**src/sv/tgc_pkg.sv**
```systemverilog
// Shared types, codes and reset constants for the touch gesture classifier.
// No dependencies; every other file imports this package.
package tgc_pkg;

  // Default coordinate width; the top level exposes it as a parameter.
  localparam int unsigned COORD_BITS_DEF = 12;

  // Fixed field widths.
  localparam int unsigned TIME_W     = 32;
  localparam int unsigned WIN_W      = 16;
  localparam int unsigned DIST_W     = 12;
  localparam int unsigned CFG_IDX_W  = 3;
  localparam int unsigned CFG_DATA_W = 16;
  localparam int unsigned GEST_W     = 3;

  typedef enum logic [GEST_W-1:0] {
    GEST_NONE   = 3'd0,
    GEST_TAP    = 3'd1,
    GEST_DOUBLE = 3'd2,
    GEST_LONG   = 3'd3,
    GEST_LEFT   = 3'd4,
    GEST_RIGHT  = 3'd5,
    GEST_UP     = 3'd6,
    GEST_DOWN   = 3'd7
  } gesture_e;

  typedef enum logic [CFG_IDX_W-1:0] {
    CFG_DOUBLE_TAP_WINDOW = 3'd0,
    CFG_LONG_PRESS        = 3'd1,
    CFG_TAP_MOVE_LIMIT    = 3'd2,
    CFG_SWIPE_TIME_LIMIT  = 3'd3,
    CFG_SWIPE_MIN_DIST_X  = 3'd4,
    CFG_SWIPE_MIN_DIST_Y  = 3'd5,
    CFG_TAP_TIME_LIMIT    = 3'd6
  } cfg_idx_e;

  typedef struct packed {
    logic [WIN_W-1:0]  double_tap_window_ms;
    logic [WIN_W-1:0]  press_hold_ms;
    logic [DIST_W-1:0] tap_move_limit;
    logic [WIN_W-1:0]  swipe_time_limit_ms;
    logic [DIST_W-1:0] swipe_min_dist_x;
    logic [DIST_W-1:0] swipe_min_dist_y;
    logic [WIN_W-1:0]  tap_time_limit_ms;
  } tgc_cfg_t;

  localparam tgc_cfg_t CFG_RESET = '{
    double_tap_window_ms: 16'd300,
    press_hold_ms:        16'd600,
    tap_move_limit:       12'd20,
    swipe_time_limit_ms:  16'd500,
    swipe_min_dist_x:     12'd60,
    swipe_min_dist_y:     12'd60,
    tap_time_limit_ms:    16'd250
  };

endpackage

```
**src/sv/tgc_cfg_regs.sv**
```systemverilog
// Configuration register file of the touch gesture classifier.
// Depends on tgc_pkg.
module tgc_cfg_regs
  import tgc_pkg::*;
(
  input  logic                  clk_i,
  input  logic                  rst_ni,
  input  logic                  wr_en_i,
  input  logic [CFG_IDX_W-1:0]  wr_index_i,
  input  logic [CFG_DATA_W-1:0] wr_data_i,
  output tgc_cfg_t              cfg_o
);

  tgc_cfg_t cfg_q, cfg_d;

  always_comb begin
    cfg_d = cfg_q;
    if (wr_en_i) begin
      case (cfg_idx_e'(wr_index_i))
        CFG_DOUBLE_TAP_WINDOW: cfg_d.double_tap_window_ms = wr_data_i[WIN_W-1:0];
        CFG_LONG_PRESS:        cfg_d.press_hold_ms        = wr_data_i[WIN_W-1:0];
        CFG_TAP_MOVE_LIMIT:    cfg_d.tap_move_limit       = wr_data_i[DIST_W-1:0];
        CFG_SWIPE_TIME_LIMIT:  cfg_d.swipe_time_limit_ms  = wr_data_i[WIN_W-1:0];
        CFG_SWIPE_MIN_DIST_X:  cfg_d.swipe_min_dist_x     = wr_data_i[DIST_W-1:0];
        CFG_SWIPE_MIN_DIST_Y:  cfg_d.swipe_min_dist_y     = wr_data_i[DIST_W-1:0];
        CFG_TAP_TIME_LIMIT:    cfg_d.tap_time_limit_ms    = wr_data_i[WIN_W-1:0];
        default:               cfg_d = cfg_q; // drop writes beyond the list
      endcase
    end
  end

  always_ff @(posedge clk_i or negedge rst_ni) begin
    if (!rst_ni) begin
      cfg_q <= CFG_RESET;
    end else begin
      cfg_q <= cfg_d;
    end
  end

  assign cfg_o = cfg_q;

endmodule

```
**config.mk**
```make
export PLATFORM = sky130hd
export DESIGN_NAME = tgc_cfg_regs
export DESIGN_NICKNAME = d
export VERILOG_FILES = /design/src/sv/tgc_pkg.sv /design/src/sv/tgc_cfg_regs.sv
export SDC_FILE = /design/constraint.sdc
export NUM_CORES = 1
export LEC_CHECK = 0
export BUFFER_PORTS_ARGS = -buffer_cell sky130_fd_sc_hd__clkbuf_2
export CAP_MARGIN = 5
export CORE_MARGIN = 2
export CORE_UTILIZATION = 35
export CTS_CLUSTER_SIZE = 10
export DETAILED_ROUTE_END_ITERATION = 10
export PLACE_DENSITY_LB_ADDON = 0.2
export SLEW_MARGIN = 20
export SYNTH_ARGS = -nofsm -noshare
export SYNTH_HDL_FRONTEND = slang
export SYNTH_SLANG_ARGS = --single-unit
```
**constraint.sdc**
```tcl
create_clock -name clk_i -period 0.8 [get_ports clk_i]
set_input_delay 0.12 -clock clk_i [delete_from_list [all_inputs] [get_ports clk_i]]
set_output_delay 0.12 -clock clk_i [all_outputs]
set_load 0.02 [all_outputs]
```
=== Yosys cells after proc, flatten, opt, wreduce, memory -nomap -nowiden ===
Cells that the tools add are included.

* Bits in registers: 100
* Logic and storage cells: 21

* Equal/unequal tests: 6
* Reduce and logical (&&, ||, !) cells: 8

{| class="wikitable"
|+ Operators with widths
! operator !! count
|-
| $reduce_and 2->1 || 7
|-
| $eq 3x3->1 const B || 3
|-
| $eq 3x2->1 const B || 2
|-
| $eq 3x1->1 const B || 1
|-
| $logic_not 3->1 || 1
|}

=== Logic depth before layout (Yosys ltp) ===
Gate-level depths: netlist of the first run.

* Depth after elaboration: 2
* Gate-level depth with buffers: 5
* Depth with buffers taken out: 2

=== Worst setup path after synthesis of the first run ===
Ideal clock, no wire load.

* Path kind: input to register
* From: input wr_index_i[1]
* To: register cfg_q, in the netlist cfg_o[84]
* Data arrival time: 1.187 ns
* Data required time: 0.675 ns
* Path slack: -0.512 ns
* Stages: 4
* Buffers on the path: 2
* Cells stage by stage: buf_6 -> nor4b_4 -> buf_6 -> mux2_2

* Word-level cells in the longest chain between the ends: 2

{| class="wikitable"
|+ RTL lines
! what !! RTL line !! text
|-
| start, declared || tgc_cfg_regs.sv:9 || <nowiki>input logic [CFG_IDX_W-1:0] wr_index_i,</nowiki>
|-
| $logic_not 3->1 || tgc_cfg_regs.sv:19 || <nowiki>case (cfg_idx_e'(wr_index_i))</nowiki>
|-
| $reduce_and 2->1 (no line) || n/a ||
|-
| end signal, assigned || tgc_cfg_regs.sv:36 || <nowiki>cfg_q <= cfg_d;</nowiki>
|-
| end, declared || tgc_cfg_regs.sv:14 || <nowiki>tgc_cfg_t cfg_q, cfg_d;</nowiki>
|}

Every way passes these cells.
A chain may end at the register's enable or synchronous reset.

=== Worst setup path after layout of the first run ===
* From: register cfg_q, in the netlist cfg_o[33]
* To: output cfg_o[33] (netlist name)

{| class="wikitable"
|+ RTL lines
! what !! RTL line !! text
|-
| end, declared || tgc_cfg_regs.sv:11 || <nowiki>output tgc_cfg_t cfg_o</nowiki>
|}

No word-level cell between the ends.

==> results.cfg, run 1 <==
[timing]
setup_slack_ns = -0.376
hold_slack_ns = 0.0335
worst_pin_slew_ns = 0.223
finalCritPeriodShare_pct = 147
final.setup.tns_ns = -35.72
skew_ns = 0
setup_violations = 173
rsz0062_at_grt = yes
fmax_ghz = 0.850
fin_crit_ns = 1.18
hold_viol = 0
final_max_slew_viol_count = 0
maxSlewHeadroom_pct = 85.1

[die]
dieArea_um2 = 11900
core-area_um2 = 10800
boundaryPins = 122
die_h_um = 109
initial_core_util_pct = 35.7
die_w_um = 109
rows = 38

[finish]
seq_area_um2 = 2540
drive_above_1_share_pct = 82.3
areaGrowthSynthToFinish_pct = 75.4
final_cell_mix = buf_6 (82), dfrtp_1 (70), mux2_4 (65)
mostFrequentLayoutCell = buf_6
largest_register_ffs = 100
fill_cells = 800
fin_util_pct = 62.6
multi_input_area_um2 = 1500
nNetsFinal = 434
antenna_cells = 0
finish.instance_area_um2 = 6760

[global_route]
grt_overflow = 0
grt_max_degree = 37
grt_first_pass_wirelength_um = 15400
first_global_vias = 2652
track_usage_pct = 17.7
antenna_found_initial = 0

[clocking]
cts_root_buf = clkbuf_8
cts_buffers = 9
clk_path_buf_depth = 2
cts_tree = built
path_clk_slew_ns = 0.09
htree_levels = 3
insertion_delay_ns = 0.36
numClockSinks = 100

[power]
power_density_nw_per_um2 = 2620
vdd_drop_max_v = 0.00150
p_leak_nw = 3.19

[route]
drtIter0Drc = 112
dr.pass1.iters = 4
postRouteAntennaNets = 0
drc_errors = 0
routed_wl_um = 10500
via_per_inst = 4.62
num_vias = 2575
wl_per_cell_um = 18.9

[worst_setup_path]
critPathRequiredTime_ns = 0.68
rr_endpoint = cfg_o[56]$_DFFE_PN0P_
critPathLaunch = cfg_o[33]$_DFFE_PN1P_
critical_path.max_fanout = 2
crit_path_end = cfg_o[33]
cp-end-kind = output pin
critPathMaxStageDelay_ns = 0.57
path_cells = buf_8
path_buf_inv = 1
worst_ep_arrival_time_ns = 1.06
cp-start-kind = register
worstReg2RegStart = cfg_o[56]$_DFFE_PN0P_
cp_top_family = flip-flops
crit_slowest_cell = dfstp_2
regToRegSetupSlack_ns = -0.11
critPathKind = register to output pin
rr_worst_depth = 2
cp.depth = 1

[synthesis]
synthCells = 216
syn_nets = 238
ys_ff_latch = 100
synthesis.area_um2 = 3850
synth_seq_area_share_pct = 65.9
yosys_warnings = 0
synth.avg_cell_area_um2 = 17.8
synth.distinct_cells = 12

[placement]
dpl.hpwl_um = 6170
io_buffers = 121
gp_congestion = 0.663
dpl_cell_area_um2 = 4930

[run_status]
status = finished with violations
violations = setup timing

[hold_path]
hold_path_class = primary input to register

[flow_run]
maxCapViolCount = 0
[power breakdown]
group | switching [mW] | internal, mW
logic | 2.71 | 4.52
clock network | 1.68 | 1.44
registers | 0.937 | 6.43
total | 5.33 | 12.4
[cells in the mapped netlist]
library cell	n	share of area (%)
nor4bb_2	1	0.42
dfrtp_1	70	45
dfstp_2	30	20
nand4b_1	1	0.23
and4bb_2	2	0.65
buf_6	3	0.88
buf_8	1	0.39
buf_4	4	0.78
buf_2	1	0.13
mux2_2	100	29
nor4b_4	1	0.62
nand4b_2	2	0.78
[worst min path at each step]
stage	to	from	depth (start not counted)	slack, ns
4_1_cts	cfg_o[82]$_DFFE_PN0P_	wr_data_i[14]	2	0.01
6_report	cfg_o[82]$_DFFE_PN0P_	wr_data_i[14]	2	0.03
3_5_place_dp	cfg_o[55]$_DFFE_PN0P_	rst_ni	2	0.12
2_1_floorplan	cfg_o[0]$_DFFE_PN0P_	rst_ni	0	-0.18
3_3_place_gp	cfg_o[55]$_DFFE_PN0P_	rst_ni	2	0.12
5_1_grt	cfg_o[82]$_DFFE_PN0P_	wr_data_i[14]	2	0.02
[through the flow]
stage	power, mW	worst slack, ns	std cells
floorplan	9.81	-0.508	216
global placement	11.4	-0.493	484
detailed placement	11.5	-0.535	484
CTS	16.3	-0.410	534
global route	18.6	-0.426	557
finish	17.7	-0.376	557
[area by class of cell]
class                   count  share of cell area, %
repair buffers            194                   34.9
well taps                 140                   2.59
flip-flops and latches    100                   37.6
clock buffers              11                   1.94
multi-input cells         107                   22.2
clock inverters             5                  0.814
[layer usage]
metal	up-vias	GRT usage [%]	wire length [µm]
met5	-	0	0
met4	0	4.49	95
met3	5	5.20	438
met2	65	27.9	5360
met1	1340	23.9	4650
li1	1165	-	-
[kinds of logic (layout without fill, tap and decap cells)]
logic type / after synthesis / in the layout / synth area share [%]
buffers and inverters: 9 / 210 / 2.18
flip-flops: 100 / 100 / 65.9
multiplexers: 100 / 100 / 29.2
AND/OR/NAND/NOR: 7 / 7 / 2.69
[repair_timing]
item / in CTS / in global routing
setup endpoints to repair: 161 / 177
resized for setup: 151 / 210
gates cloned: 4 / 2
pin swaps: 5 / 4
setup buffers: 29 / 31
hold buffers: 1 / 0
hold endpoints to repair: 100 / 0
(Power assumes the default switching activity.)
==> run 2, diff against run 1 <==
==> constraint.sdc (replaced) <==
create_clock -name clk_i -period 0.8 [get_ports clk_i]
set_input_delay 0.2 -clock clk_i [delete_from_list [all_inputs] [get_ports clk_i]]
set_output_delay 0.2 -clock clk_i [all_outputs]
set_load 0.02 [all_outputs]
==> results.cfg, run 2 (same netlist as run 1, synthesis figures left out) <==
[die]
boundaryPins = 122
die_w_um = 109
core-area_um2 = 10800
dieArea_um2 = 11900
die_h_um = 109
initial_core_util_pct = 35.7
rows = 38

[finish]
multi_input_area_um2 = 1600
fill_cells = 767
final_cell_mix = mux2_4 (90), dfrtp_1 (70), buf_6 (67)
mostFrequentLayoutCell = mux2_4
seq_area_um2 = 2540
fin_util_pct = 63.1
largest_register_ffs = 100
antenna_cells = 0
nNetsFinal = 435
drive_above_1_share_pct = 82.8
fin_cells = 558
areaGrowthSynthToFinish_pct = 76.8

[worst_setup_path]
worstReg2RegStart = cfg_o[49]$_DFFE_PN0P_
rr_endpoint = cfg_o[49]$_DFFE_PN0P_
crit_slowest_cell = dfstp_2
path_buf_inv = 1
critical_path.max_fanout = 2
cp-end-kind = output pin
cp_top_family = flip-flops
cp-start-kind = register
path_cells = buf_8
critPathKind = register to output pin
regToRegSetupSlack_ns = -0.13
critPathMaxStageDelay_ns = 0.57
worst_ep_arrival_time_ns = 1.06
rr_worst_depth = 2
critPathRequiredTime_ns = 0.60
cp.depth = 1

[timing]
setup_slack_ns = -0.462
hold_viol = 0
fmax_ghz = 0.792
final_max_slew_viol_count = 0
maxSlewHeadroom_pct = 82.8
skew_ns = 0
rsz0062_at_grt = yes
finalCritPeriodShare_pct = 158
setup_violations = 200
fin_crit_ns = 1.26
worst_pin_slew_ns = 0.256

[route]
postRouteAntennaNets = 0
num_vias = 2628
wl_per_cell_um = 19.0
drc_errors = 0
dr.pass1.iters = 4
drtIter0Drc = 104
routed_wl_um = 10600
via_per_inst = 4.71

[clocking]
htree_levels = 3
cts_root_buf = clkbuf_8
cts_tree = built
clk_path_buf_depth = 2
path_clk_slew_ns = 0.10
cts_buffers = 9
numClockSinks = 100
insertion_delay_ns = 0.37

[global_route]
antenna_found_initial = 0
first_global_vias = 2688
grt_first_pass_wirelength_um = 15300
track_usage_pct = 17.5
grt_max_degree = 37
grt_overflow = 0

[run_status]
violations = setup timing
status = finished with violations

[hold_path]
hold_depth = 2
min_from = wr_data_i[14]
whs_endpoint = cfg_o[82]$_DFFE_PN0P_
hold_path_class = primary input to register

[placement]
gp_congestion = 0.664
dpl.hpwl_um = 6180
io_buffers = 121
dp_cells = 484
place_ws_ns = -0.622

[power]
vdd_drop_max_v = 0.00124
power_density_nw_per_um2 = 2690
p_leak_nw = 3.30

[flow_run]
maxCapViolCount = 0
==> run 2: cell types whose count changed in the layout (fill, tap and decap cells not counted), moves of 15 or more <==
cell    change
mux2_4     +25
buf_4      +17
mux2_2     -25
buf_6      -15
==> run 2: timing repair <==
item                       in CTS  in global routing
pin swaps                       5                  4
buffers inserted               28                 39
gates resized for setup       152                222
setup endpoints to repair     184                190
hold endpoints to repair       71                  0
cloned                          3                  1
hold buffers                    1                  0
==> run 2: final cells by class <==
class	count	area share, %
Clock inverter	7	1.47
Clock buffer	9	1.82
Sequential cell	100	37.3
Timing Repair Buffer	195	33.4
Multi-Input combinational cell	107	23.5
Tap cell	140	2.57
==> run 2: worst max path at each step <==
stage,startpoint,endpoint
detailed placement,wr_index_i[2],cfg_o[70]$_DFFE_PN0P_
CTS,cfg_o[77]$_DFFE_PN1P_,cfg_o[77]
global route,cfg_o[33]$_DFFE_PN1P_,cfg_o[33]
global placement,wr_index_i[2],cfg_o[73]$_DFFE_PN0P_
finish,cfg_o[33]$_DFFE_PN1P_,cfg_o[33]
floorplan,wr_index_i[1],cfg_o[84]$_DFFE_PN0P_
==> run 2: report_power, final <==
group          total (mW)  switching, mW  internal [mW]
clock                3.60           1.83           1.78
sequential           7.38          0.949           6.43
combinational        7.36           2.74           4.62
==> run 2: stage by stage <==
stage	total power [mW]	TNS, ns	cell area (µm²)	hold slack, ns
final	18.3	-48.74	6810	0.108
after floorplan	9.81	-34.74	4030	-0.0956
after global placement	11.4	-50.57	4930	0.204
after detailed placement	11.5	-53.42	4930	0.205
after CTS	16.8	-47.57	6150	0.0860
after global routing	19.2	-53.05	6810	0.0956
==> run 2: routing by layer <==
metal | vias up | track usage (%) | part of all wire, %
li1 | 1161 | - | -
met1 | 1384 | 23.4 | 43
met2 | 69 | 28.0 | 51
met3 | 14 | 3.89 | 4.2
met4 | 0 | 6.50 | 1.9
met5 | - | 0 | 0
