==> src/sv/tgc_pkg.sv <==
// Shared types, codes and reset constants for the touch gesture classifier.
// No dependencies; every other file imports this package.
package tgc_pkg;

  // Default coordinate width; the top level exposes it as a parameter.
  localparam int unsigned COORD_BITS_DEF = 12;

  // Fixed field widths.
  localparam int unsigned TIME_W     = 32;
  localparam int unsigned WIN_W      = 16;
  localparam int unsigned DIST_W     = 12;
  localparam int unsigned CFG_IDX_W  = 3;
  localparam int unsigned CFG_DATA_W = 16;
  localparam int unsigned GEST_W     = 3;

  typedef enum logic [GEST_W-1:0] {
    GEST_NONE   = 3'd0,
    GEST_TAP    = 3'd1,
    GEST_DOUBLE = 3'd2,
    GEST_LONG   = 3'd3,
    GEST_LEFT   = 3'd4,
    GEST_RIGHT  = 3'd5,
    GEST_UP     = 3'd6,
    GEST_DOWN   = 3'd7
  } gesture_e;

  typedef enum logic [CFG_IDX_W-1:0] {
    CFG_DOUBLE_TAP_WINDOW = 3'd0,
    CFG_LONG_PRESS        = 3'd1,
    CFG_TAP_MOVE_LIMIT    = 3'd2,
    CFG_SWIPE_TIME_LIMIT  = 3'd3,
    CFG_SWIPE_MIN_DIST_X  = 3'd4,
    CFG_SWIPE_MIN_DIST_Y  = 3'd5,
    CFG_TAP_TIME_LIMIT    = 3'd6
  } cfg_idx_e;

  typedef struct packed {
    logic [WIN_W-1:0]  double_tap_window_ms;
    logic [WIN_W-1:0]  press_hold_ms;
    logic [DIST_W-1:0] tap_move_limit;
    logic [WIN_W-1:0]  swipe_time_limit_ms;
    logic [DIST_W-1:0] swipe_min_dist_x;
    logic [DIST_W-1:0] swipe_min_dist_y;
    logic [WIN_W-1:0]  tap_time_limit_ms;
  } tgc_cfg_t;

  localparam tgc_cfg_t CFG_RESET = '{
    double_tap_window_ms: 16'd300,
    press_hold_ms:        16'd600,
    tap_move_limit:       12'd20,
    swipe_time_limit_ms:  16'd500,
    swipe_min_dist_x:     12'd60,
    swipe_min_dist_y:     12'd60,
    tap_time_limit_ms:    16'd250
  };

endpackage

==> src/sv/tgc_core.sv <==
// Gesture decision logic and touch state registers; one sample per step.
// Depends on tgc_pkg.
module tgc_core
  import tgc_pkg::*;
#(
  parameter int unsigned COORD_BITS = COORD_BITS_DEF
)(
  input  logic                  clk_i,
  input  logic                  rst_ni,
  input  logic                  step_i,
  input  tgc_cfg_t              cfg_i,
  input  logic                  mode_i,
  input  logic                  pressed_i,
  input  logic [COORD_BITS-1:0] pos_x_i,
  input  logic [COORD_BITS-1:0] pos_y_i,
  input  logic [TIME_W-1:0]     time_ms_i,
  output gesture_e              gesture_o,
  output logic [COORD_BITS-1:0] origin_x_o,
  output logic [COORD_BITS-1:0] origin_y_o
);

  localparam int unsigned CMP_W = (COORD_BITS > DIST_W) ? COORD_BITS : DIST_W;

  logic                  touching_q, touching_d;
  logic                  reported_q, reported_d;
  logic                  tap_waiting_q, tap_waiting_d;
  logic [COORD_BITS-1:0] begin_x_q, begin_x_d, begin_y_q, begin_y_d;
  logic [COORD_BITS-1:0] recent_x_q, recent_x_d, recent_y_q, recent_y_d;
  logic [TIME_W-1:0]     begin_time_q, begin_time_d, tap_time_q, tap_time_d;

  logic [TIME_W-1:0]     held, tap_gap;
  logic                  tap_expired, tap_in_window;
  logic [COORD_BITS-1:0] mdx, mdy, adx, ady;
  logic [CMP_W-1:0]      mdx_w, mdy_w, adx_w, ady_w, move_lim_w, min_x_w, min_y_w;
  logic                  still_now, still_rel, swipe_time_ok, tap_time_ok;
  gesture_e              gesture;

  // Elapsed times, wrapping modulo 2^32.
  assign held          = time_ms_i - begin_time_q;
  assign tap_gap       = time_ms_i - tap_time_q;
  assign tap_expired   = tap_gap > TIME_W'(cfg_i.double_tap_window_ms);
  assign tap_in_window = !tap_expired;
  assign swipe_time_ok = held <= TIME_W'(cfg_i.swipe_time_limit_ms);
  assign tap_time_ok   = held <= TIME_W'(cfg_i.tap_time_limit_ms);

  // Movement of the current sample and of the last pressed point.
  assign mdx = (pos_x_i > begin_x_q) ? pos_x_i - begin_x_q : begin_x_q - pos_x_i;
  assign mdy = (pos_y_i > begin_y_q) ? pos_y_i - begin_y_q : begin_y_q - pos_y_i;
  assign adx = (recent_x_q > begin_x_q) ? recent_x_q - begin_x_q : begin_x_q - recent_x_q;
  assign ady = (recent_y_q > begin_y_q) ? recent_y_q - begin_y_q : begin_y_q - recent_y_q;

  assign mdx_w      = CMP_W'(mdx);
  assign mdy_w      = CMP_W'(mdy);
  assign adx_w      = CMP_W'(adx);
  assign ady_w      = CMP_W'(ady);
  assign move_lim_w = CMP_W'(cfg_i.tap_move_limit);
  assign min_x_w    = CMP_W'(cfg_i.swipe_min_dist_x);
  assign min_y_w    = CMP_W'(cfg_i.swipe_min_dist_y);

  assign still_now = (mdx_w < move_lim_w) && (mdy_w < move_lim_w);
  assign still_rel = (adx_w < move_lim_w) && (ady_w < move_lim_w);

  always_comb begin
    touching_d    = touching_q;
    reported_d    = reported_q;
    tap_waiting_d = tap_waiting_q;
    begin_x_d     = begin_x_q;
    begin_y_d     = begin_y_q;
    recent_x_d    = recent_x_q;
    recent_y_d    = recent_y_q;
    begin_time_d  = begin_time_q;
    tap_time_d    = tap_time_q;
    gesture       = GEST_NONE;

    if (mode_i) begin
      touching_d    = 1'b0;
      reported_d    = 1'b0;
      tap_waiting_d = 1'b0;
    end else if (tap_waiting_q && !pressed_i && tap_expired) begin
      // Pending single tap times out; the step does nothing else.
      tap_waiting_d = 1'b0;
      gesture       = GEST_TAP;
    end else if (pressed_i && !touching_q) begin
      touching_d   = 1'b1;
      reported_d   = 1'b0;
      begin_x_d    = pos_x_i;
      begin_y_d    = pos_y_i;
      recent_x_d   = pos_x_i;
      recent_y_d   = pos_y_i;
      begin_time_d = time_ms_i;
    end else if (pressed_i) begin
      recent_x_d = pos_x_i;
      recent_y_d = pos_y_i;
      if (!reported_q && held >= TIME_W'(cfg_i.press_hold_ms) && still_now) begin
        reported_d    = 1'b1;
        tap_waiting_d = 1'b0;
        gesture       = GEST_LONG;
      end
    end else if (touching_q) begin
      // Release: classify from the last pressed point.
      touching_d = 1'b0;
      if (!reported_q) begin
        if (swipe_time_ok && adx_w >= min_x_w && adx_w > ady_w) begin
          tap_waiting_d = 1'b0;
          gesture       = (recent_x_q < begin_x_q) ? GEST_LEFT : GEST_RIGHT;
        end else if (swipe_time_ok && ady_w >= min_y_w && ady_w > adx_w) begin
          tap_waiting_d = 1'b0;
          gesture       = (recent_y_q < begin_y_q) ? GEST_UP : GEST_DOWN;
        end else if (tap_time_ok && still_rel) begin
          if (tap_waiting_q && tap_in_window) begin
            tap_waiting_d = 1'b0;
            gesture       = GEST_DOUBLE;
          end else begin
            tap_waiting_d = 1'b1;
            tap_time_d    = time_ms_i;
          end
        end
      end
    end
  end

  always_ff @(posedge clk_i or negedge rst_ni) begin
    if (!rst_ni) begin
      touching_q    <= 1'b0;
      reported_q    <= 1'b0;
      tap_waiting_q <= 1'b0;
      begin_x_q     <= '0;
      begin_y_q     <= '0;
      recent_x_q    <= '0;
      recent_y_q    <= '0;
      begin_time_q  <= '0;
      tap_time_q    <= '0;
    end else if (step_i) begin
      touching_q    <= touching_d;
      reported_q    <= reported_d;
      tap_waiting_q <= tap_waiting_d;
      begin_x_q     <= begin_x_d;
      begin_y_q     <= begin_y_d;
      recent_x_q    <= recent_x_d;
      recent_y_q    <= recent_y_d;
      begin_time_q  <= begin_time_d;
      tap_time_q    <= tap_time_d;
    end
  end

  assign gesture_o  = gesture;
  assign origin_x_o = begin_x_d;
  assign origin_y_o = begin_y_d;

endmodule

==> config.mk <==
export PLATFORM = sky130hd
export DESIGN_NAME = tgc_core
export DESIGN_NICKNAME = d
export VERILOG_FILES = /design/src/sv/tgc_pkg.sv /design/src/sv/tgc_core.sv
export SDC_FILE = /design/constraint.sdc
export NUM_CORES = 1
export LEC_CHECK = 0
export BUFFER_PORTS_ARGS = -buffer_cell sky130_fd_sc_hd__buf_2
export CORE_MARGIN = 10
export CORE_UTILIZATION = 35
export DETAILED_ROUTE_END_ITERATION = 7
export PLACE_DENSITY = 0.48
export REMOVE_ABC_BUFFERS = 1
export SYNTH_ARGS = -nofsm -noshare
export SYNTH_HDL_FRONTEND = slang
export SYNTH_SLANG_ARGS = --single-unit
export TNS_END_PERCENT = 100
==> constraint.sdc <==
create_clock -name clk_i -period 8.7 [get_ports clk_i]
set_input_delay 0.435 -clock clk_i [delete_from_list [all_inputs] [get_ports clk_i]]
set_output_delay 0.435 -clock clk_i [all_outputs]
set_load 0.005 [all_outputs]
Word level (Yosys, flattened, before mapping)
Index checks and enable logic that the tools add are counted.
{"block": "totals", "register_bits": 115, "latch_bits": 0, "mem_bits_rw": 0, "rom_bits": 0, "inputBits": 161, "out_inout_bits": 27, "wordCells": 125, "memories": 0}
{"block": "op_classes", "addsub": 10, "multipliers": 0, "n_div": 0, "magnitude_cmp": 18, "n_eq_ne": 5, "n_shift": 0, "n_mux": 47, "bitwise": 8, "n_reduce_logical": 28}
{"cell": "12-bit 2-to-1 mux", "count": 14}
{"cell": "12-bit subtractor", "count": 8}
{"cell": "12-bit greater-than comparator", "count": 6}
{"cell": "12-bit less-than comparator", "count": 6}
{"cell": "32-bit by 16-bit less-or-equal comparator with 1-bit output", "count": 2}
{"cell": "32-bit subtractor", "count": 2}
{"cell": "32-bit by 16-bit >= comparator with 1-bit output", "count": 1}
{"cell": "32-bit by 16-bit greater-than comparator with 1-bit output", "count": 1}
{"cell": "12-bit >= comparator", "count": 2}
{"cell": "3-bit 2-to-1 mux", "count": 8}
{"cell": "1-bit 2-to-1 mux", "count": 22}
{"cell": "1-bit logical AND", "count": 13}
{"cell": "4-bit AND reduction", "count": 3}
{"cell": "11-bit AND reduction", "count": 1}
{"cell": "1-bit NOT", "count": 8}
{"cell": "2-bit 2-to-1 mux", "count": 3}
{"cell": "6-bit AND reduction", "count": 1}
{"cell": "3-bit nonzero test", "count": 2}
{"cell": "6-bit nonzero test", "count": 1}
{"cell": "1-bit zero test", "count": 4}
{"cell": "4-bit by 2-bit != test with 1-bit output (second input constant)", "count": 1}
{"cell": "4-bit by 3-bit != test with 1-bit output (second input constant)", "count": 1}
{"cell": "4-bit nonzero test", "count": 1}
{"cell": "3-bit by 2-bit != test with 1-bit output (second input constant)", "count": 1}
{"cell": "4 further kinds", "count": 4}

Depth between registers and ports, before layout
Gate-level depths: netlist (run 1).
{"block": "depth", "ltp_word": 14, "depth_mapped": 26, "ltp_nobuf": 25}

Worst setup path after synthesis (run 1)
Ideal clock, no wire load.
{"block": "synth_path", "kind": "register to register", "start": "register begin_y_q[1]", "end": "register tap_waiting_q", "setup_time_ps": 69, "t_arrival_ps": 5976, "required_ps": 8631, "setup_slack_ps": 2655, "path_stages_with_launch": 24, "path_buffers": 0, "period_less_slack_ps": 6045, "path_cell_list": "dfrtp_1 -> inv_1 -> fa_1 -> a21oi_1 -> o21ai_0 -> a2111oi_0 -> o41ai_1 -> o41ai_1 -> a21oi_1 -> mux2_2 -> a31oi_1 -> o221ai_1 -> a31oi_1 -> xnor2_1 -> ha_1 -> and3_1 -> nand3_1 -> o21ai_0 -> a21oi_1 -> or4_1 -> a21o_1 -> a2111o_1 -> or4_1 -> nand3_1"}
{"block": "synth_via", "elab_chain_cells": 13, "elab_cells_between_ends": 31, "classes_between": "add/sub: 4; order compare: 7; eq/ne: 1; mux: 10; reduce/logical: 9"}
{"item": "from (decl)", "line_no": "tgc_core.sv:27", "source": "logic [COORD_BITS-1:0] begin_x_q, begin_x_d, begin_y_q, begin_y_d;"}
{"item": "from (signal assigned)", "line_no": "tgc_core.sv:138", "source": "begin_y_q <= begin_y_d;"}
{"item": "12-bit subtractor or 12-bit greater-than comparator (tied branches)", "line_no": "tgc_core.sv:50", "source": "assign ady = (recent_y_q > begin_y_q) ? recent_y_q - begin_y_q : begin_y_q - recent_y_q;"}
{"item": "12-bit 2-to-1 mux", "line_no": "tgc_core.sv:50"}
{"item": "12-bit >= comparator", "line_no": "tgc_core.sv:106", "source": "end else if (swipe_time_ok && ady_w >= min_y_w && ady_w > adx_w) begin"}
{"item": "1-bit logical AND (2 in series)", "line_no": "tgc_core.sv:106"}
{"item": "1-bit 2-to-1 mux", "line_no": "tgc_core.sv:106"}
{"item": "1-bit 2-to-1 mux", "line_no": "tgc_core.sv:103", "source": "if (swipe_time_ok && adx_w >= min_x_w && adx_w > ady_w) begin"}
{"item": "1-bit 2-to-1 mux", "line_no": "tgc_core.sv:102", "source": "if (!reported_q) begin"}
{"item": "1-bit 2-to-1 mux", "line_no": "tgc_core.sv:99", "source": "end else if (touching_q) begin"}
{"item": "1-bit 2-to-1 mux", "line_no": "tgc_core.sv:91", "source": "end else if (pressed_i) begin"}
{"item": "1-bit 2-to-1 mux", "line_no": "tgc_core.sv:83", "source": "end else if (pressed_i && !touching_q) begin"}
{"item": "1-bit 2-to-1 mux", "line_no": "tgc_core.sv:79", "source": "end else if (tap_waiting_q && !pressed_i && tap_expired) begin"}
{"item": "1-bit 2-to-1 mux", "line_no": "tgc_core.sv:75", "source": "if (mode_i) begin"}
{"item": "to (signal assigned)", "line_no": "tgc_core.sv:136", "source": "tap_waiting_q <= tap_waiting_d;"}
{"item": "to (decl)", "line_no": "tgc_core.sv:26", "source": "logic tap_waiting_q, tap_waiting_d;"}
Parallel ways exist; a longest one is shown, timed or not. The select of a mux whose other input is x is not followed.
A chain may end at the register's enable or synchronous reset.

Final worst setup path (run 1)
{"block": "layout_path", "start": "register begin_y_q[1]", "end": "output port gesture_o[1]"}
{"block": "layout_via", "elab_chain_cells": 14, "elab_cells_between_ends": 30, "classes_between": "add/sub: 4; order compare: 7; mux: 12; reduce/logical: 7"}
{"item": "12-bit subtractor or 12-bit greater-than comparator (tied branches)", "line_no": "tgc_core.sv:50"}
{"item": "12-bit 2-to-1 mux", "line_no": "tgc_core.sv:50"}
{"item": "12-bit less-than comparator", "line_no": "tgc_core.sv:61", "source": "assign still_rel = (adx_w < move_lim_w) && (ady_w < move_lim_w);"}
{"item": "1-bit logical AND", "line_no": "tgc_core.sv:61"}
{"item": "1-bit logical AND", "line_no": "tgc_core.sv:109", "source": "end else if (tap_time_ok && still_rel) begin"}
{"item": "2-bit 2-to-1 mux", "line_no": "tgc_core.sv:109"}
{"item": "3-bit 2-to-1 mux", "line_no": "tgc_core.sv:106"}
{"item": "3-bit 2-to-1 mux", "line_no": "tgc_core.sv:103"}
{"item": "3-bit 2-to-1 mux", "line_no": "tgc_core.sv:102"}
{"item": "3-bit 2-to-1 mux", "line_no": "tgc_core.sv:99"}
{"item": "3-bit 2-to-1 mux *", "line_no": "tgc_core.sv:91"}
{"item": "3-bit 2-to-1 mux *", "line_no": "tgc_core.sv:83"}
{"item": "3-bit 2-to-1 mux *", "line_no": "tgc_core.sv:79"}
{"item": "3-bit 2-to-1 mux *", "line_no": "tgc_core.sv:75"}
{"item": "to (decl)", "line_no": "tgc_core.sv:17", "source": "output gesture_e gesture_o,"}
Mark *: on every way between the ends. The rest lies on a longest branch, timed or not.

==> key figures, run 1 <==
Critical path
  • CP Class: reg -> out
  • Worst Setup Start Kind: flop
  • FF-to-FF path depth: 23
  • Critical path arrival: around 7.4 ns
  • WP buf/inv: 3
  • CP peak stage delay: approximately 0.61 ns
  • Setup slack, reg-to-reg: around 1.3 ns
  • Worst Setup End Kind: output pin
  • Family with the most delay on the worst path: compound AO/OA/AOI/OAI gates
  • Slowest cell on crit path: a2111oi_0
  • WP data required: around 8.3 ns
  • Worst R2R End: tap_time_q[0]
  • FF-to-FF Start: begin_y_q[1]
  • Worst-path fanout max: 15

Logic synthesis
  • Ys async rst share: 1.00
  • Count leader, synth: ha_1
  • Mapped Area: 0.0162 sq mm
  • Synth Register Bits: between 100 and 150
  • EDFF count, synth: 0
  • Unique masters post-synth: 86
  • Seq/Total Area, Yosys: 0.178
  • Mean Syn Cell Area: 7.93 sq um
  • Cells after synthesis: ~2,000
  • Post-synth top cells: ha_1, inv_1, nand2_1, o21ai_0, a21oi_1
  • Synth warn: 0
  • Ranking of synthesized cells by area: ha_1, dfrtp_1, inv_1, o21ai_0, a21oi_1
  • Ys flop type: dfrtp_1
  • Synth top area share: 0.230
  • Synth area leader: ha_1

CTS
  • CTS resizes: 0
  • CTS Hold Bufs: 0
  • Root Buffer: clkbuf_16
  • CTS tree: done
  • CTS Buf Count: 17
  • Clk buf depth: 2
  • Clk_lat worst skew: between 0.4 and 0.5 ns
  • Post-CTS Repair Setup Buffers: 0
  • Clock slew at reported path FFs: 0.06 ns
  • Clock net sink count: 115
  • H-tree depth: 4

Global route
  • Grt total ovfl: 0
  • Largest net degree at the start of global routing: 64
  • First-pass GRT wire length: roughly 80,000 um
  • Tot GR Track Use: 0.178
  • Number of global-route vias before repair: approximately 15,000
  • Initial antenna violation count: 1

STA
  • Final min period: 7.86 ns
  • Setup tns final: 0 ns
  • Slew Viols, Final: 0
  • Final cycle utilization of the critical path: 0.904
  • Clock skew: between 0.005 and 0.006 ns
  • PnR worst setup slack: roughly 0.84 ns
  • Final Hold Viols: 0
  • Max transition margin: 0.229
  • Maximum clock rate: approximately 0.13 GHz
  • Final Setup Violations: 0
  • Worst slew pin tran: 1.15 ns
  • RSZ-0062 raised after global routing: false

Min path
  • HP Class: in -> async

Drt
  • Routed len/inst: about 18 um
  • Post-route ant nets: 0
  • Drt total wl: 50,500 um
  • Vias per cell: about 5.2
  • Vias: approximately 15,000
  • Initial DRC Count: 783
  • Router iterations before antenna repair: 5
  • Post-route DRC: 0

Floorplanning
  • Die width: 235 um
  • Core Area: between 0.04 and 0.05 sq mm
  • I/O pin count: ~190
  • Die Y: 235 um
  • Initial core utilization: 0.355
  • Die Area: around 0.055 sq mm
  • Num rows: around 80

Flow run
  • Max-Cap Viols: 0

Layout
  • Layout cell share with drive strength beyond 1: 0.142
  • Antenna cells: 0
  • Layout area overhead: 13.0%
  • Layout Nets: between 2,000 and 3,000

Placement
  • HPWL after DPL: about 42,000 um
  • Gpl congestion: slightly above 0.9
  • Port bufs: 187
  • DP Worst Slack: between 1 and 1.5 ns

Pwr
  • Leak: between 8 and 9 nW
  • Pwr Total: 4.32 mW
  • Pwr per Cell Area: between 200 and 250 mW/mm^2
  • Worst IR drop on VDD: around 0.00016 V

Run status
  • Status: finished, final reports clean
-- per-stage QoR --
stage	area (sq um)	hold slack [ns]	utilization	std cells
after floorplan	15900	0.139	-	1981
after global routing	18300	0.168	0.401	2809
after CTS	18300	0.131	0.401	2809
final	18300	0.115	0.401	2809
after global placement	17700	0.495	0.388	2777
after detailed placement	17700	0.494	0.388	2777
-- how the worst max path moves through the flow --
stage	start	to	slack, ns	cells past startpoint
CTS	begin_y_q[1]	gesture_o[1]	0.89	25
finish	begin_y_q[1]	gesture_o[1]	0.84	25
detailed placement	begin_y_q[1]	tap_time_q[2]	1.38	23
floorplan	begin_y_q[1]	tap_time_q[0]	1.25	21
global route	begin_y_q[1]	gesture_o[1]	0.20	25
global placement	begin_y_q[1]	gesture_o[1]	1.57	25
-- logic make-up (layout without fill, tap and decap cells) --
| logic type | Yosys count | after routing | synth area share |
|---|---|---|---|
| and+or+nand+nor | 472 | 472 | 0.139 |
| adders and majority gates | 308 | 308 | 0.243 |
| xor gates and xnor gates | 85 | 85 | 0.0460 |
| DFF | 115 | 115 | 0.178 |
| muxes | 80 | 80 | 0.0598 |
| buffers and inverters | 347 | 515 | 0.0840 |
| AOI/OAI and AO/OA | 634 | 634 | 0.250 |
-- routing by layer --
layer / GRT usage / vias to the layer above / routed length [um]
met5: 0 / - / 0
met4: 0.0520 / 0 / 848
met3: 0.0205 / 38 / 1620
met2: 0.314 / 275 / 24700
met1: 0.223 / 6755 / 23400
li1: - / 7565 / -
-- sequential cells by signal, indices dropped and copies added (netlist names) --
| name | flops |
|---|---|
| recent_x_q | 12 |
| reported_q | 1 |
| begin_y_q | 12 |
| tap_waiting_q | 1 |
| begin_time_q | 32 |
| touching_q | 1 |
| tap_time_q | 32 |
| begin_x_q | 12 |
| recent_y_q | 12 |
-- power breakdown --
| part | total [mW] | leakage [nW] | switching [mW] | internal, mW |
|---|---|---|---|---|
| clock | 0.743 | 0.291 | 0.279 | 0.463 |
| combinational | 2.92 | 7.23 | 1.70 | 1.22 |
| sequential | 0.658 | 1.47 | 0.0483 | 0.610 |
-- area by class of cell --
type	instances	area [sq um]
clock buffer	19	453
tap	600	751
sequential	115	2880
fill	4778	27300
inverter	287	1080
multi-input combinational	1579	12000
timing repair buffer	196	1010
clock inverter	13	158
-- worst reg2reg max path, delay by kind of cell (launching register included) --
| family | cells | cell delay [ns] |
|---|---|---|
| multiplexers | 2 | 0.75 |
| AO/OA/AOI/OAI | 12 | 3.33 |
| flip-flops | 1 | 0.47 |
| AND/OR/NAND/NOR | 3 | 0.87 |
| buffers and inverters | 3 | 0.99 |
| adder cells (fa/ha/maj) | 2 | 0.71 |
| XOR/XNOR | 1 | 0.16 |
-- placed cells by master, fill, tap and decap left out, types with 12 or more instances in the layout --
master and count:
nand2_1 196, o211ai_1 23, xor2_1 35, o21ai_0 179, o21bai_1 21, a211oi_1 19, a21o_1 66, nand2b_1 16
xnor2_1 50, mux2_2 18, nor3_1 25, a21boi_0 12, mux2i_1 33, ha_1 298, mux2_4 29, buf_2 186
nand4_1 43, a21oi_1 159, nand3_1 37, a31oi_1 22, nor2_1 78, nor2b_1 15, dfrtp_1 115, clkbuf_16 17
o21a_1 26, inv_1 287
Power figures use the tool's default switching activity.
==> inputs of run 2 (changes only) <==
==> constraint.sdc (replaced) <==
create_clock -name clk_i -period 8.7 [get_ports clk_i]
set_input_delay 0.435 -clock clk_i [delete_from_list [all_inputs] [get_ports clk_i]]
set_output_delay 0.435 -clock clk_i [all_outputs]
set_load 0.1 [all_outputs]
==> run 2 against run 1 <==
Compared with the run above: die area is the same; combinational power grew 6%; power grew 4.8%; global-route usage grew 0.053 points; via count is essentially flat; hold slack gained 0.046 ns; utilization grew 0.066 points; sequential cell count is the same; register-to-register slack gained 0.09 ns; first-iteration DRC count grew 14%; critical path type unchanged.
==> key figures, run 2 (synthesis gave the netlist of run 1 again) <==
Critical path
  • Worst Setup End Kind: output pin
  • Worst Setup Start Kind: flop
  • CP Class: reg -> out
  • Slowest cell on crit path: or4_1
  • Setup slack, reg-to-reg: 1.42 ns (+0.09 ns)
  • CP peak stage delay: 0.59 ns (-0.02 ns)
  • Worst R2R End: tap_time_q[0]
  • WP buf/inv: 2 (-1)
  • FF-to-FF Start: begin_y_q[1]
  • Worst-path fanout max: 6 (-9)
  • FF-to-FF path depth: 22 (-4.3%)
  • Critical path arrival: 7.53 ns (+0.10 ns)
  • WP data required: 8.27 ns (about the same)
  • Family with the most delay on the worst path: compound AO/OA/AOI/OAI gates
  • Critical Path, Cell by Cell: inv_1 -> fa_1 -> a21oi_1 -> o21ai_0 -> a2111oi_0 -> o41ai_1 -> o41ai_2 -> a21oi_1 -> mux2_2 -> a31oi_1 -> o221ai_1 -> a31oi_1 -> xnor2_1 -> ha_1 -> and3_1 -> nand3_1 -> o21ai_0 -> a21oi_1 -> or4_1 -> nor2_1 -> a31oi_1 -> or3_2 -> a22oi_1 -> buf_2

Global route
  • Grt total ovfl: 0 (unchanged)
  • Grt met2 use: 0.318 (+0.00366)
  • Met1 Use GR: 0.224 (+0.00118)
  • Initial antenna violation count: 0 (-1)
  • First-pass GRT wire length: 80,700 um (+0.86%)
  • GR peak layer: met2
  • Number of global-route vias before repair: 14,870 (+0.45%)
  • Met3 Track Usage GR: 0.0211 (+0.000583)
  • Tot GR Track Use: 0.178 (+0.000533)
  • Largest net degree at the start of global routing: 87 (+36%)

Pwr
  • Clock share of power: 0.171 (about the same)
  • Internal: 2.31 mW (+0.85%)
  • Worst IR drop on VDD: 0.000144 V (-12%)
  • Psw: 2.22 mW (+9.3%)
  • Sequential power share: 0.146 (-0.007)
  • Pwr per Cell Area: 247 mW/mm^2 (+4.7%)
  • Switching share of power: 0.490 (+0.0201)
  • Combinational Power Share: 0.683 (+0.008)
  • Leak: 9.00 nW (+0.10%)
  • Pwr Total: 4.52 mW (+4.8%)

Drt
  • Vias per cell: 5.21 (about the same)
  • Router iterations before antenna repair: 5 (unchanged)
  • Drt total wl: 50,400 um (-0.33%)
  • Vias: 14,626 (-0.048%)
  • Post-route DRC: 0 (unchanged)
  • Post-route ant nets: 0 (unchanged)
  • Initial DRC Count: 895 (+14%)
  • Routed len/inst: 17.9 um (-0.33%)

STA
  • Worst slew pin tran: 1.11 ns (-0.0436 ns)
  • Maximum clock rate: 0.126 GHz (-1.3%)
  • RSZ-0062 raised after global routing: false
  • Slew Viols, Final: 0 (unchanged)
  • Final cycle utilization of the critical path: 0.916 (+0.0120)
  • Final min period: 7.97 ns (+0.104 ns)
  • Clock skew: 0.00992 ns (+0.00411 ns)
  • Setup tns final: 0 ns (unchanged)
  • Worst hold margin: 0.160 ns (+0.0456 ns)
  • Final Hold Viols: 0 (unchanged)
  • PnR worst setup slack: 0.734 ns (-0.104 ns)
  • Max transition margin: 0.258 (+0.0291)
  • Final Setup Violations: 0 (unchanged)

Layout
  • Most frequent cells in the layout: ha_1, inv_1, nand2_1
  • Biggest regs: begin_time_q: 32 flops, tap_time_q: 32 flops
  • Antenna cells: 0 (unchanged)
  • Final instance area: 0.0183 sq mm (+0.16%)
  • Layout Nets: 2,665 (unchanged)
  • Layout cell share with drive strength beyond 1: 0.142 (+0.000453)
  • Commonest non-fill, non-tap cell in the layout: ha_1
  • Layout area overhead: 13.2%

Placement
  • Gpl congestion: 0.909 (-1.0%)
  • Port bufs: 187 (unchanged)
  • HPWL after DPL: 42,200 um (about the same)
  • DP Area: 0.0177 sq mm (unchanged)
  • DP Worst Slack: 0.990 ns (-0.392 ns)

CTS
  • CTS Hold Bufs: 0 (unchanged)
  • CTS tree: done
  • Clock slew at reported path FFs: 0.06 ns (about the same)
  • Clk buf depth: 2 (unchanged)
  • Clock net sink count: 115 (unchanged)
  • Root Buffer: clkbuf_16
  • Clk_lat worst skew: 0.44 ns (about the same)
  • H-tree depth: 4 (unchanged)
  • CTS Buf Count: 17 (unchanged)

Floorplanning
  • I/O pin count: 188 (unchanged)
  • Core Area: 0.0456 sq mm (unchanged)
  • Die Area: 0.0552 sq mm (unchanged)
  • Die Y: 235 um (unchanged)
  • Die width: 235 um (unchanged)
  • Num rows: 78 (unchanged)
  • Initial core utilization: 0.355 (unchanged)

Flow run
  • Max-Cap Viols: 0 (unchanged)

Min path
  • HP Class: in -> async

Run status
  • Status: finished, final reports clean
==> run 2: cell count changes in the layout (fill, tap and decap cells not counted), sizes merged <==
cell    before  now
inv        288  289
bufinv       3    4
clkbuf      19   17
==> run 2: routing by layer <==
layer,up-vias,wire length [um]
li1,7550,-
met4,0,756
met3,36,1600
met1,6768,23200
met2,272,24800
met5,-,0
==> run 2: how the worst max path moves through the flow <==
stage               cells after the start            to  slack, ns    startpoint
floorplan                              22  gesture_o[0]       0.80  begin_y_q[1]
global placement                       24  gesture_o[1]       1.20  begin_y_q[1]
detailed placement                     24  gesture_o[1]       0.99  begin_y_q[1]
CTS                                    24  gesture_o[1]       0.50  begin_y_q[1]
global route                           24  gesture_o[1]       0.08  begin_x_q[1]
finish                                 24  gesture_o[1]       0.73  begin_y_q[1]
==> run 2: stage by stage <==
| step | std cells | util |
|---|---|---|
| 5_1_grt | 2809 | 0.402 |
| 3_5_place_dp | 2777 | 0.388 |
| 4_1_cts | 2809 | 0.402 |
| 2_1_floorplan | 1981 | - |
| 3_3_place_gp | 2777 | 0.388 |
| 6_report | 2809 | 0.402 |
==> run 2: what timing repair did <==
item | 4_1_cts | 5_1_grt
resized for setup | 0 | 1
buffers inserted | 0 | 0
setup endpoints to repair | 0 | 1
==> run 2: worst reg2reg max path, cell delays in order, from the launching register on <==
cell and delay [ns]:
dfrtp_1 0.47, inv_1 0.20, fa_1 0.47, a21oi_1 0.24, o21ai_0 0.14, a2111oi_0 0.58, o41ai_1 0.23, o41ai_2 0.41
a21oi_1 0.26, mux2_2 0.37, a31oi_1 0.27, o221ai_1 0.24, a31oi_1 0.24, xnor2_1 0.14, ha_1 0.22, or4_1 0.51
a2111oi_0 0.48, or4_1 0.25, a21o_1 0.19, nand2_1 0.12, a2111oi_4 0.20, buf_4 0.53, mux2_2 0.43
==> run 2: power groups by stage <==
stage	clock network, mW	registers (mW)	logic [mW]
floorplan	0	0.656	2.33
global placement	0	0.667	3.05
detailed placement	0	0.670	3.08
CTS	0.798	0.660	3.11
global route	0.821	0.669	3.52
finish	0.773	0.659	3.09
==> run 2: cell type report <==
type	count	area, sq um
fill	4735	27300
multi-input combinational	1579	12000
sequential	115	2880
inverter	287	1080
timing repair buffer	196	1010
tap	600	751
clock buffer	17	425
clock inverter	15	208
==> inputs of run 3 (changes only) <==
Settings changed: CORE_ASPECT_RATIO set to 0.9.
==> run 3 against run 2 <==
Compared with the run above: clock skew up 0.0017 ns; largest power group unchanged; power down 1.8%; first-iteration DRC count down 2.9%; count of clock-buffer cells in the layout up 1; clock power down 11%; maximum frequency down 2.3%; routed wire length down 0.42%; sequential power about the same; via count down 0.59%; die area about the same.
==> key figures, run 3 (synthesis gave the netlist of run 1 again) <==
Global route
  • First-pass GRT wire length: 80,200 um (-0.70%)
  • Number of global-route vias before repair: 14,812 (-0.39%)
  • Grt total ovfl: 0 (unchanged)
  • Initial antenna violation count: 0 (unchanged)
  • Tot GR Track Use: 0.180 (+0.00119)
  • Largest net degree at the start of global routing: 61 (-30%)

Flow run
  • Max-Cap Viols: 0 (unchanged)

CTS
  • Root Buffer: clkbuf_16
  • CTS tree: done
  • Clk_lat worst skew: 0.45 ns (about the same)
  • H-tree depth: 4 (unchanged)
  • Clock net sink count: 115 (unchanged)
  • Clk buf depth: 2 (unchanged)
  • Clock slew at reported path FFs: 0.06 ns (about the same)
  • CTS resizes: 0 (unchanged)
  • CTS Buf Count: 17 (unchanged)
  • Post-CTS Repair Setup Buffers: 0 (unchanged)
  • CTS Hold Bufs: 0 (unchanged)

Pwr
  • Psw: 2.24 mW (+0.97%)
  • Combinational Power Share: 0.698 (+0.015)
  • Clock share of power: 0.154 (-0.017)
  • Internal: 2.21 mW (-4.4%)
  • Leak: 8.96 nW (-0.41%)
  • Pwr Total: 4.44 mW (-1.8%)
  • Switching share of power: 0.504 (+0.0136)
  • Sequential power share: 0.148 (+0.002)
  • Pwr per Cell Area: 244 mW/mm^2 (-1.3%)
  • Worst IR drop on VDD: 0.000176 V (+22%)

Layout
  • Commonest non-fill, non-tap cell in the layout: ha_1
  • Layout Nets: 2,664 (-0.038%)
  • Final instance area: 0.0182 sq mm (-0.43%)
  • Core Util, Final: 0.400 (-0.00153)
  • Most frequent cells in the layout: ha_1, inv_1, nand2_1
  • Layout cell share with drive strength beyond 1: 0.141 (-0.000841)
  • Biggest regs: begin_time_q: 32 flops, tap_time_q: 32 flops
  • Layout area overhead: 12.7%
  • Final cell count without fillers: 2,816 (+0.25%)
  • Antenna cells: 0 (unchanged)

Placement
  • # placed instances: 2,784 (+0.25%)
  • HPWL after DPL: 41,800 um (-0.75%)
  • DP Area: 0.0177 sq mm (about the same)
  • Gpl congestion: 0.924 (+1.6%)
  • Port bufs: 187 (unchanged)
  • DP Worst Slack: 1.05 ns (+0.0614 ns)

Floorplanning
  • Initial core utilization: 0.355 (about the same)
  • Core Area: 0.0456 sq mm (about the same)
  • Die Area: 0.0553 sq mm (about the same)
  • Die Y: 224 um (-4.7%)
  • Die width: 247 um (+5.0%)
  • I/O pin count: 188 (unchanged)
  • Num rows: 74 (-5.1%)

Critical path
  • Worst-path fanout max: 6 (unchanged)
  • CP startpoint: begin_y_q[1]
  • Critical Path, Cell by Cell: inv_1 -> fa_1 -> a21oi_1 -> o21ai_0 -> a2111oi_0 -> o41ai_1 -> o41ai_1 -> a21oi_1 -> mux2_2 -> a31oi_1 -> o221ai_1 -> a31oi_1 -> xnor2_1 -> ha_1 -> and3_1 -> nand3_1 -> o21ai_0 -> a21oi_1 -> or4_1 -> nor2_1 -> a31oi_1 -> or3_2 -> a22oi_1 -> buf_2
  • Worst Setup Start Kind: flop
  • Worst Setup End Kind: output pin
  • WP data required: 8.27 ns (about the same)
  • Critical path arrival: 7.72 ns (+0.19 ns)
  • CP peak stage delay: 0.60 ns (about the same)
  • Slowest cell on crit path: or4_1
  • CP Class: reg -> out
  • FF-to-FF Start: begin_y_q[1]

STA
  • Final Hold Viols: 0 (unchanged)
  • Worst hold margin: 0.108 ns (-0.0517 ns)
  • Slew Viols, Final: 0 (unchanged)
  • Clock skew: 0.0117 ns (+0.00173 ns)
  • Setup tns final: 0 ns (unchanged)
  • Final min period: 8.16 ns (+0.190 ns)
  • RSZ-0062 raised after global routing: false
  • Final Setup Violations: 0 (unchanged)
  • Maximum clock rate: 0.123 GHz (-2.3%)
  • PnR worst setup slack: 0.545 ns (-0.190 ns)
  • Max transition margin: 0.206 (-0.0520)
  • Worst slew pin tran: 1.18 ns (+0.0653 ns)
  • Final cycle utilization of the critical path: 0.937 (+0.0218)

Drt
  • Vias per cell: 5.16 (-0.84%)
  • Post-route DRC: 0 (unchanged)
  • Routed len/inst: 17.8 um (-0.67%)
  • Vias: 14,540 (-0.59%)
  • Drt total wl: 50,200 um (-0.42%)
  • Router iterations before antenna repair: 5 (unchanged)
  • Post-route ant nets: 0 (unchanged)
  • Initial DRC Count: 869 (-2.9%)

Min path
  • HP Class: in -> async

Run status
  • Status: finished, final reports clean
-- run 3: final timing paths --
check | end | slack, ns | cells past startpoint
worst max-delay path | gesture_o[1] | 0.54 | 24
worst min-delay path | begin_y_q[3] | 0.11 | 1
worst max register to register | tap_time_q[0] | 1.34 | 22
worst min register to register | tap_time_q[20] | 0.51 | 1
max in group asynchronous | begin_time_q[26] | 7.27 | 2
min in group clk_i | touching_q | 0.23 | 2
-- run 3: power by group through the flow --
stage          Clock, mW  Sequential, mW  Combinational, mW
2_1_floorplan          0           0.656               2.33
3_3_place_gp           0           0.666               3.06
3_5_place_dp           0           0.670               3.09
4_1_cts            0.707           0.660               3.11
5_1_grt            0.732           0.669               3.50
6_report           0.685           0.659               3.10
-- run 3: layout make-up --
cell class / instances / area [sq um]
Timing Repair Buffer: 195 / 998
Sequential cell: 115 / 2880
Multi-Input combinational cell: 1579 / 12000
Tap cell: 608 / 761
Clock buffer: 18 / 439
Clock inverter: 14 / 120
Inverter: 287 / 1080
Fill cell: 4732 / 27300
-- run 3: routing by layer --
| metal | wire (um) | track usage | share of wire |
|---|---|---|---|
| met1 | 23800 | 0.231 | 0.48 |
| met2 | 23800 | 0.308 | 0.47 |
| met3 | 1880 | 0.0322 | 0.037 |
| met4 | 645 | 0.0364 | 0.013 |
| met5 | 0 | 0 | 0 |
-- run 3: critical path, delay by kind of cell, from the launching register on --
| kind | cells | cell delay, ns |
|---|---|---|
| compound gates | 13 | 3.32 |
| xor+xnor | 1 | 0.16 |
| fa+ha+maj | 2 | 0.77 |
| buf+inv | 2 | 0.71 |
| flops | 1 | 0.46 |
| mux | 1 | 0.37 |
| simple gates | 5 | 1.47 |
